==> src/rtl/bdg_pkg.sv <==
`timescale 1ns / 1ps
`default_nettype none
// ----------------------------------------------------------------------------
// bdg_pkg: shared types and constants for the button debounce gesture unit
// Event codes, command codes, register indexes, reset values and the
// structs passed between the top level and the gesture core.
// ----------------------------------------------------------------------------
package bdg_pkg;

    localparam int TIME_W  = 32;
    localparam int TICKS_W = 16;
    localparam int CODE_W  = 3;
    localparam int COUNT_W = 3;
    localparam int CFG_IDX_W = 2;

    // Input command codes.
    localparam logic CMD_TICK = 1'b0;
    localparam logic CMD_EDGE = 1'b1;

    // Result event codes.
    localparam logic [CODE_W-1:0] EV_PRESS   = 3'd0;
    localparam logic [CODE_W-1:0] EV_RELEASE = 3'd1;
    localparam logic [CODE_W-1:0] EV_CLICK   = 3'd2;
    localparam logic [CODE_W-1:0] EV_DOUBLE  = 3'd3;
    localparam logic [CODE_W-1:0] EV_TRIPLE  = 3'd4;
    localparam logic [CODE_W-1:0] EV_HOLD    = 3'd5;

    // Configuration register indexes.
    localparam logic [CFG_IDX_W-1:0] REG_PRESS_DB   = 2'd0;
    localparam logic [CFG_IDX_W-1:0] REG_RELEASE_DB = 2'd1;
    localparam logic [CFG_IDX_W-1:0] REG_HOLD       = 2'd2;
    localparam logic [CFG_IDX_W-1:0] REG_IDLE       = 2'd3;

    // Register reset values.
    localparam logic [TICKS_W-1:0] RST_PRESS_DB   = 16'd20;
    localparam logic [TICKS_W-1:0] RST_RELEASE_DB = 16'd20;
    localparam logic [TICKS_W-1:0] RST_HOLD       = 16'd1000;
    localparam logic [TICKS_W-1:0] RST_IDLE       = 16'd300;

    localparam logic [COUNT_W-1:0] COUNT_MAX = 3'd7;

    typedef struct packed {
        logic [TICKS_W-1:0] press_db;
        logic [TICKS_W-1:0] release_db;
        logic [TICKS_W-1:0] hold_ticks;
        logic [TICKS_W-1:0] idle_ticks;
    } bdg_cfg_t;

    typedef struct packed {
        logic              valid;
        logic [CODE_W-1:0] code;
        logic [TIME_W-1:0] event_time;
    } bdg_result_t;

endpackage
`default_nettype wire

==> src/rtl/bdg_core.sv <==
`timescale 1ns / 1ps
`default_nettype none
// ----------------------------------------------------------------------------
// bdg_core: debounce and gesture state
// Holds the tick clock, edge times, click count, hold lock and gesture
// timer, and works one tick or edge transaction per enabled cycle.
// ----------------------------------------------------------------------------
module bdg_core (
    input  wire logic                aclk,
    input  wire logic                aresetn,
    input  wire logic                step_en,
    input  wire logic                command,
    input  wire logic                pin_level,
    input  wire bdg_pkg::bdg_cfg_t   cfg,
    output bdg_pkg::bdg_result_t     result
);
    import bdg_pkg::*;

    logic [TIME_W-1:0]  tick_now_reg,      tick_now_next;
    logic [TIME_W-1:0]  press_time_reg,    press_time_next;
    logic [TIME_W-1:0]  release_time_reg,  release_time_next;
    logic [COUNT_W-1:0] click_count_reg,   click_count_next;
    logic               hold_lock_reg,     hold_lock_next;
    logic               timer_running_reg, timer_running_next;
    logic [TICKS_W-1:0] timer_left_reg,    timer_left_next;

    logic [TICKS_W-1:0] timer_dec;
    logic [TIME_W-1:0]  since_press;
    logic [TIME_W-1:0]  since_release;
    logic               still_held;

    assign timer_dec     = timer_left_reg - TICKS_W'(1);
    assign since_press   = tick_now_reg - press_time_reg;
    assign since_release = tick_now_reg - release_time_reg;
    assign still_held    = press_time_reg > release_time_reg;

    always_comb begin
        tick_now_next      = tick_now_reg;
        press_time_next    = press_time_reg;
        release_time_next  = release_time_reg;
        click_count_next   = click_count_reg;
        hold_lock_next     = hold_lock_reg;
        timer_running_next = timer_running_reg;
        timer_left_next    = timer_left_reg;
        result             = '0;

        if (step_en) begin
            if (command == CMD_TICK) begin
                tick_now_next = tick_now_reg + TIME_W'(1);
                if (timer_running_reg) begin
                    timer_left_next = timer_dec;
                    if (timer_dec == '0) begin
                        // Timer expiry: settle the gesture.
                        timer_running_next = 1'b0;
                        click_count_next   = '0;
                        result.event_time  = press_time_reg;
                        if (still_held) begin
                            if (!hold_lock_reg && click_count_reg == COUNT_W'(1)) begin
                                result.valid = 1'b1;
                                result.code  = EV_HOLD;
                            end
                            hold_lock_next = 1'b1;
                        end else begin
                            if (!hold_lock_reg) begin
                                case (click_count_reg)
                                    COUNT_W'(1): begin
                                        result.valid = 1'b1;
                                        result.code  = EV_CLICK;
                                    end
                                    COUNT_W'(2): begin
                                        result.valid = 1'b1;
                                        result.code  = EV_DOUBLE;
                                    end
                                    COUNT_W'(3): begin
                                        result.valid = 1'b1;
                                        result.code  = EV_TRIPLE;
                                    end
                                    default: begin
                                        result.valid = 1'b0;
                                    end
                                endcase
                            end
                            hold_lock_next = 1'b0;
                        end
                    end
                end
            end else if (pin_level) begin
                // Release edge; its time is stored even when it bounces.
                release_time_next = tick_now_reg;
                if (since_press >= {{(TIME_W-TICKS_W){1'b0}}, cfg.release_db}) begin
                    timer_running_next = 1'b1;
                    timer_left_next    = (cfg.idle_ticks == '0) ? TICKS_W'(1)
                                                                : cfg.idle_ticks;
                    result.valid       = 1'b1;
                    result.code        = EV_RELEASE;
                    result.event_time  = tick_now_reg;
                end
            end else begin
                press_time_next = tick_now_reg;
                if (since_release >= {{(TIME_W-TICKS_W){1'b0}}, cfg.press_db}) begin
                    if (!hold_lock_reg) begin
                        timer_running_next = 1'b1;
                        timer_left_next    = (cfg.hold_ticks == '0) ? TICKS_W'(1)
                                                                    : cfg.hold_ticks;
                        if (click_count_reg != COUNT_MAX) begin
                            click_count_next = click_count_reg + COUNT_W'(1);
                        end
                    end
                    result.valid      = 1'b1;
                    result.code       = EV_PRESS;
                    result.event_time = tick_now_reg;
                end
            end
        end
    end

    always_ff @(posedge aclk) begin
        if (!aresetn) begin
            tick_now_reg      <= '0;
            press_time_reg    <= '0;
            release_time_reg  <= '0;
            click_count_reg   <= '0;
            hold_lock_reg     <= 1'b0;
            timer_running_reg <= 1'b0;
            timer_left_reg    <= '0;
        end else begin
            tick_now_reg      <= tick_now_next;
            press_time_reg    <= press_time_next;
            release_time_reg  <= release_time_next;
            click_count_reg   <= click_count_next;
            hold_lock_reg     <= hold_lock_next;
            timer_running_reg <= timer_running_next;
            timer_left_reg    <= timer_left_next;
        end
    end

endmodule
`default_nettype wire

==> src/rtl/button_debounce_gesture_unit.sv <==
`timescale 1ns / 1ps
`default_nettype none
// ----------------------------------------------------------------------------
// button_debounce_gesture_unit: button debounce and gesture detector
// Takes tick and pin-edge transactions and reports press, release, click,
// double click, triple click and hold events with their tick times.
// ----------------------------------------------------------------------------
//  Channel   Direction  tdata                    tuser
//  s_axis    in         [0] pin_level, [7:1] 0   [0] command
//  m_axis    out        [31:0] event_time        [2:0] event_code
//  cfg       in         write only: cfg_we, cfg_index, cfg_wdata[15:0]
//
//  One transaction per cycle is sustained while m_axis is not stalled; each
//  is registered in the input register, worked by the gesture core once the
//  result register can take its result, and the result is loaded into the
//  result register that drives m_axis_tvalid. Only a stalled m_axis with a
//  result pending blocks the input register. Reset is synchronous, active low,
//  and restores the valid flags, the core state and the register reset values.
// ----------------------------------------------------------------------------
module button_debounce_gesture_unit (
    input  wire logic                           aclk,
    input  wire logic                           aresetn,
    input  wire logic                           s_axis_tvalid,
    output logic                                s_axis_tready,
    input  wire logic [7:0]                     s_axis_tdata,  // [0] pin_level
    input  wire logic                           s_axis_tuser,  // [0] command
    output logic                                m_axis_tvalid,
    input  wire logic                           m_axis_tready,
    output logic [bdg_pkg::TIME_W-1:0]          m_axis_tdata,  // [31:0] event_time
    output logic [bdg_pkg::CODE_W-1:0]          m_axis_tuser,  // [2:0] event_code
    input  wire logic                           cfg_we,
    input  wire logic [bdg_pkg::CFG_IDX_W-1:0]  cfg_index,
    input  wire logic [bdg_pkg::TICKS_W-1:0]    cfg_wdata
);
    import bdg_pkg::*;

    bdg_cfg_t cfg_reg;

    logic              in_valid_reg;
    logic              in_cmd_reg;
    logic              in_pin_reg;
    logic              out_valid_reg;
    logic [CODE_W-1:0] out_code_reg;
    logic [TIME_W-1:0] out_time_reg;
    logic              advance;
    bdg_result_t       step_res;

    // The working stage moves only when the result register can take a result.
    assign advance       = in_valid_reg && (!out_valid_reg || m_axis_tready);
    assign s_axis_tready = !in_valid_reg || advance;

    always_ff @(posedge aclk) begin
        if (!aresetn) begin
            cfg_reg.press_db   <= RST_PRESS_DB;
            cfg_reg.release_db <= RST_RELEASE_DB;
            cfg_reg.hold_ticks <= RST_HOLD;
            cfg_reg.idle_ticks <= RST_IDLE;
        end else if (cfg_we) begin
            case (cfg_index)
                REG_PRESS_DB:   cfg_reg.press_db   <= cfg_wdata;
                REG_RELEASE_DB: cfg_reg.release_db <= cfg_wdata;
                REG_HOLD:       cfg_reg.hold_ticks <= cfg_wdata;
                REG_IDLE:       cfg_reg.idle_ticks <= cfg_wdata;
                default:        cfg_reg.press_db   <= cfg_reg.press_db;
            endcase
        end
    end

    always_ff @(posedge aclk) begin
        if (!aresetn) begin
            in_valid_reg <= 1'b0;
        end else if (s_axis_tready) begin
            in_valid_reg <= s_axis_tvalid;
        end
        if (s_axis_tready && s_axis_tvalid) begin
            in_cmd_reg <= s_axis_tuser;
            in_pin_reg <= s_axis_tdata[0];
        end
    end

    bdg_core u_core (
        .aclk      (aclk),
        .aresetn   (aresetn),
        .step_en   (advance),
        .command   (in_cmd_reg),
        .pin_level (in_pin_reg),
        .cfg       (cfg_reg),
        .result    (step_res)
    );

    always_ff @(posedge aclk) begin
        if (!aresetn) begin
            out_valid_reg <= 1'b0;
        end else if (advance) begin
            out_valid_reg <= step_res.valid;
        end else if (m_axis_tready) begin
            out_valid_reg <= 1'b0;
        end
        if (advance && step_res.valid) begin
            out_code_reg <= step_res.code;
            out_time_reg <= step_res.event_time;
        end
    end

    assign m_axis_tvalid = out_valid_reg;
    assign m_axis_tdata  = out_time_reg;
    assign m_axis_tuser  = out_code_reg;

    // A busy input stage is the only reason to refuse a transaction.
    a_ready_only_when_busy: assert property (@(posedge aclk) disable iff (!aresetn)
        !s_axis_tready |-> in_valid_reg)
        else $error("input refused while the input stage is empty");

    // A transaction held behind a stalled result must not be dropped.
    a_no_drop_on_stall: assert property (@(posedge aclk) disable iff (!aresetn)
        in_valid_reg && out_valid_reg && !m_axis_tready |=> in_valid_reg)
        else $error("pending transaction lost during output stall");

    // A new result may only be loaded when the previous one has been taken.
    a_no_overwrite: assert property (@(posedge aclk) disable iff (!aresetn)
        out_valid_reg && !m_axis_tready |=> out_valid_reg && $stable(out_time_reg)
            && $stable(out_code_reg))
        else $error("pending result overwritten");

endmodule
`default_nettype wire
==> config.mk <==
export PLATFORM = sky130hd
export DESIGN_NAME = button_debounce_gesture_unit
export DESIGN_NICKNAME = d
export VERILOG_FILES = /design/src/rtl/bdg_pkg.sv /design/src/rtl/bdg_core.sv /design/src/rtl/button_debounce_gesture_unit.sv
export SDC_FILE = /design/constraint.sdc
export NUM_CORES = 1
export LEC_CHECK = 0
export ABC_AREA = 1
export ABC_CLOCK_PERIOD_IN_PS = 4250
export BUFFER_PORTS_ARGS = -buffer_cell sky130_fd_sc_hd__buf_2
export CORE_ASPECT_RATIO = 1.25
export CORE_MARGIN = 2
export CORE_UTILIZATION = 63
export DETAILED_ROUTE_END_ITERATION = 12
export PLACE_DENSITY = 0.79
export SYNTH_ARGS = -nofsm -noshare
export SYNTH_HDL_FRONTEND = slang
export SYNTH_SLANG_ARGS = --single-unit
==> constraint.sdc <==
create_clock -name aclk -period 4.25 [get_ports aclk]
set_input_delay 0.425 -clock aclk [delete_from_list [all_inputs] [get_ports aclk]]
set_output_delay 0.425 -clock aclk [all_outputs]
set_load 0.05 [all_outputs]
==> summary.md <==
• **worst-path cell chain** ha_1 -> nand2_1 -> nand2_1 -> a21oi_2 -> nor2_1 -> nor2_1 -> nand2_1 -> xor2_1 -> ha_1 -> nand2_1 -> nor2_1 -> a211oi_1 -> nand2_1 -> nor2_1 -> nand2_1 -> nor2_1 -> nand2_1 -> nor2_2 -> nand2_1 -> a21oi_2 -> buf_12 -> o22ai_1
• **number of buffers added on ports** 61
• **post-cts gate resize count** 0
• **mapped cell area** 0.01601 sq mm
• **routability congestion estimate from global placement** 1.048
• **Post-Place Cell Area** 0.01675 sq mm
• **crit path kind** register to register
• **endpoints failing hold** 0
• **standard-cell rows** 65
• **final cell count without fillers** 2,886
• **startpoint types** register
• **antenna violations before repair** 0
• **Power Internal** 3936 uW
• **number of vias in the routed layout** 16,081
• **leakage component of the power** 0.008620 uW
• **Async SR Flop Fraction** 0
• **reg2reg start** u_core.tick_now_reg[8]
• **number of enable flip-flop cells after synthesis** 37
• **DRC errors left** 0
• **Comb pwr share** 0.240
• **number of buffers inserted to repair setup after CTS** 0
• **min setup slack post-route** 0.2407 ns
• **final critical delay including setup and external delays** 4.009 ns
• **mean instance size in the synthesized netlist** 6.473 sq um
• **outcome** completed
• **critical path arrival** 4.24 ns
• **first-pass GRT wire length** 74.53 mm
• **largest net degree at the start of global routing** 121
• **final routed wire length divided by cell count** 16.27 um
• **fraction of power spent switching nets** 0.3203
• **crit share post-route** 0.9434
• **proportion of layout cells with a drive suffix above 1** 0.07918
• **final std cell area, no fill** 0.01757 sq mm
• **internal reg-to-reg setup slack** 0.24 ns
• **clock tree sinks** 220
• **Via density** 5.572
• **first-iteration detailed-routing DRC count** 1,032
• **ratio of total power to cell area** 329.6 mW/mm^2
• **critical-path cell with the highest stage delay** sky130_fd_sc_hd__dfxtp_1
• **width of the chip** 146.6 um
• **sequential share of power** 0.386
• **cell occurring most often along the worst timing path** sky130_fd_sc_hd__nand2_1
• **core area** 0.02513 sq mm
• **worst vdd rail ir drop** 359.4 uV
• **Switch Pwr** 1855 uW
• **transition time of the tightest slew-check pin** 1.018 ns
• **Initial Util** 0.6369
• **Worst Path Max Fanout** 25
• **worst slew margin relative to its limit** 0.3215
• **Reg clk slew, reported paths** 0.06 ns
• **Cell variety after synth** 53
• **relative contribution of the clock network to total power** 0.374
• **DP Wirelength** 36.70 mm
• **Post-Synthesis Cells** 2,473
• **IO Count** 69
• **n_diodes** 0
• **GRT overflow** 0
• **post-route clock skew** 0.01571 ns
• **Die Footprint** 0.02671 sq mm
• **number of flip-flops under the largest register name** 64
• **TritonCTS clock tree** done
• **Final setup viols** 0
• **data required time at the worst endpoint** 4.48 ns
• **number of violations of the max-capacitance limit** 0
• **sequential fraction of the synthesis area** 0.2983
• **RSZ-0062 raised after global routing** no
• **Inst Count DP** 2,843
• **Worst setup endpoint** m_axis_tdata[10]
• **CTS H-Tree Depth** 1
• **flop and latch count out of synthesis** 220
• **Ys Warns** 0
• **number of antenna-violating nets in the routed design** 0
• **Synth-to-Final Area Change** 9.763%
• **Most used DFF post-synth** sky130_fd_sc_hd__dfxtp_1
• **fmax** 249.4 MHz
• **height of the chip** 182.2 um
• **Syn Nets** 2,641
• **count of pins over their slew limit** 0
• **CTS Buffer Depth** 3
• **GRT Overall Usage** 0.3487
• **vias in the first global route** 15,104
• **Reg2Reg Depth** 22
• **root buffer selected by CTS** sky130_fd_sc_hd__clkbuf_16
• **capture instance of the worst register-to-register path** m_axis_tdata[10]
• **count of hold buffers inserted by post-cts repair** 0
• **endpoint kind of the worst setup timing path** register
• **worst setup timing slack at the placement stage** 0.3082 ns
• **worst-skew pair later-pin latency** 0.53 ns
• **total negative slack for setup checks** 0 ns
• **Crit path largest cell delay** 0.55 ns
• **critical path startpoint** u_core.tick_now_reg[8]
• **clock buffer count from CTS** 24
• **drt total wl** 46.96 mm
• **count of TritonRoute iterations in the first routing pass** 6
• **nets** 2,702
• **Hold/Removal Path Class** input pin to register
-- through the flow --
| step | hold WS [ns] | power [uW] | utilization |
|---|---|---|---|
| 2_1_floorplan | 0.4353 | 3294 | - |
| 3_3_place_gp | 0.4500 | 3595 | 0.6664 |
| 3_5_place_dp | 0.4563 | 3631 | 0.6664 |
| 4_1_cts | 0.06125 | 5771 | 0.6989 |
| 5_1_grt | 0.06324 | 6075 | 0.6991 |
| 6_report | 0.07101 | 5790 | 0.6991 |
-- final cells by class --
| type | instances | area (sq um) |
|---|---|---|
| Clock buffer | 34 | 709.4 |
| Clock inverter | 9 | 108.9 |
| Fill cell | 2245 | 7561 |
| Inverter | 451 | 1693 |
| Multi-Input combinational cell | 1735 | 9236 |
| Sequential cell | 220 | 4775 |
| Tap cell | 335 | 419.2 |
| Timing Repair Buffer | 102 | 628.1 |
-- Yosys cell counts (11+ instances only) --
master	n	share of area
sky130_fd_sc_hd__inv_1	441	0.10
sky130_fd_sc_hd__nand3_1	96	0.030
sky130_fd_sc_hd__nor4_1	13	0.0051
sky130_fd_sc_hd__nand2_2	11	0.0043
sky130_fd_sc_hd__nand2_1	676	0.16
sky130_fd_sc_hd__edfxtp_1	37	0.069
sky130_fd_sc_hd__nor2_1	199	0.047
sky130_fd_sc_hd__nand3_2	17	0.011
sky130_fd_sc_hd__clkbuf_1	51	0.012
sky130_fd_sc_hd__o22ai_1	37	0.014
sky130_fd_sc_hd__nand4_1	26	0.010
sky130_fd_sc_hd__xor2_1	34	0.019
sky130_fd_sc_hd__dfxtp_1	183	0.23
sky130_fd_sc_hd__a21oi_1	217	0.068
sky130_fd_sc_hd__nor3_1	32	0.010
sky130_fd_sc_hd__o21ai_0	149	0.047
sky130_fd_sc_hd__ha_1	134	0.10
-- how the worst min path moves through the flow --
stage	startpoint	depth (start not counted)	slack, ns	to
5_1_grt	s_axis_tdata[0]	1	0.06	in_pin_reg
6_report	s_axis_tdata[0]	1	0.07	in_pin_reg
3_3_place_gp	cfg_reg[49]	2	0.45	cfg_reg[49]
2_1_floorplan	cfg_reg[33]	2	0.44	cfg_reg[33]
3_5_place_dp	cfg_reg[49]	2	0.46	cfg_reg[49]
4_1_cts	s_axis_tdata[0]	1	0.06	in_pin_reg
-- power by group through the flow --
stage | logic, uW | clock network (uW) | registers (uW)
floorplan | 1010 | 0 | 2290
global placement | 1320 | 0 | 2280
detailed placement | 1350 | 0 | 2280
CTS | 1370 | 2170 | 2230
global route | 1580 | 2260 | 2240
finish | 1390 | 2160 | 2240
-- critical path: cells and delay by family, from the launching register on --
family	cells	cell delay [ns]
AOI/OAI and AO/OA	4	0.75
xor gates and xnor gates	1	0.20
adders and majority gates	2	0.68
buffers and inverters	1	0.19
DFF	1	0.55
and+or+nand+nor	14	1.31
-- cell usage in the layout (no fill, tap or decap), types with 6 or more instances in the layout --
master,count
sky130_fd_sc_hd__nor2_4,6
sky130_fd_sc_hd__inv_1,441
sky130_fd_sc_hd__nor2_2,9
sky130_fd_sc_hd__nor3_1,32
sky130_fd_sc_hd__ha_1,134
sky130_fd_sc_hd__and2_1,6
sky130_fd_sc_hd__dfxtp_1,183
sky130_fd_sc_hd__o21ai_0,149
sky130_fd_sc_hd__o211ai_1,6
sky130_fd_sc_hd__nand2_1,676
sky130_fd_sc_hd__buf_2,60
sky130_fd_sc_hd__nand3_2,17
sky130_fd_sc_hd__edfxtp_1,37
sky130_fd_sc_hd__nand3_1,96
sky130_fd_sc_hd__nand3b_1,6
sky130_fd_sc_hd__clkbuf_16,25
sky130_fd_sc_hd__o21a_1,9
sky130_fd_sc_hd__a221oi_1,6
sky130_fd_sc_hd__nor4_1,13
sky130_fd_sc_hd__buf_4,41
sky130_fd_sc_hd__nand4_1,26
sky130_fd_sc_hd__a21oi_1,217
sky130_fd_sc_hd__nor2_1,198
sky130_fd_sc_hd__o22ai_1,37
sky130_fd_sc_hd__nand2_2,11
sky130_fd_sc_hd__xnor2_1,7
sky130_fd_sc_hd__xor2_1,34
-- cells by family after synthesis --
logic type | count (synthesis) | share of synthesized area
DFF | 220 | 0.2983
adders and majority gates | 136 | 0.1072
xor gates and xnor gates | 41 | 0.02243
AOI/OAI and AO/OA | 443 | 0.1481
buffers and inverters | 518 | 0.1251
and+or+nand+nor | 1115 | 0.2988
-- routing by layer --
layer	vias up	wire [um]	track usage
li1	8023	-	-
met3	213	2565	0.04475
met2	571	22990	0.6332
met1	7274	17610	0.3774
met5	-	0	0
met4	0	3791	0.2373
No activity file was read; power rests on OpenSTA's default activity.
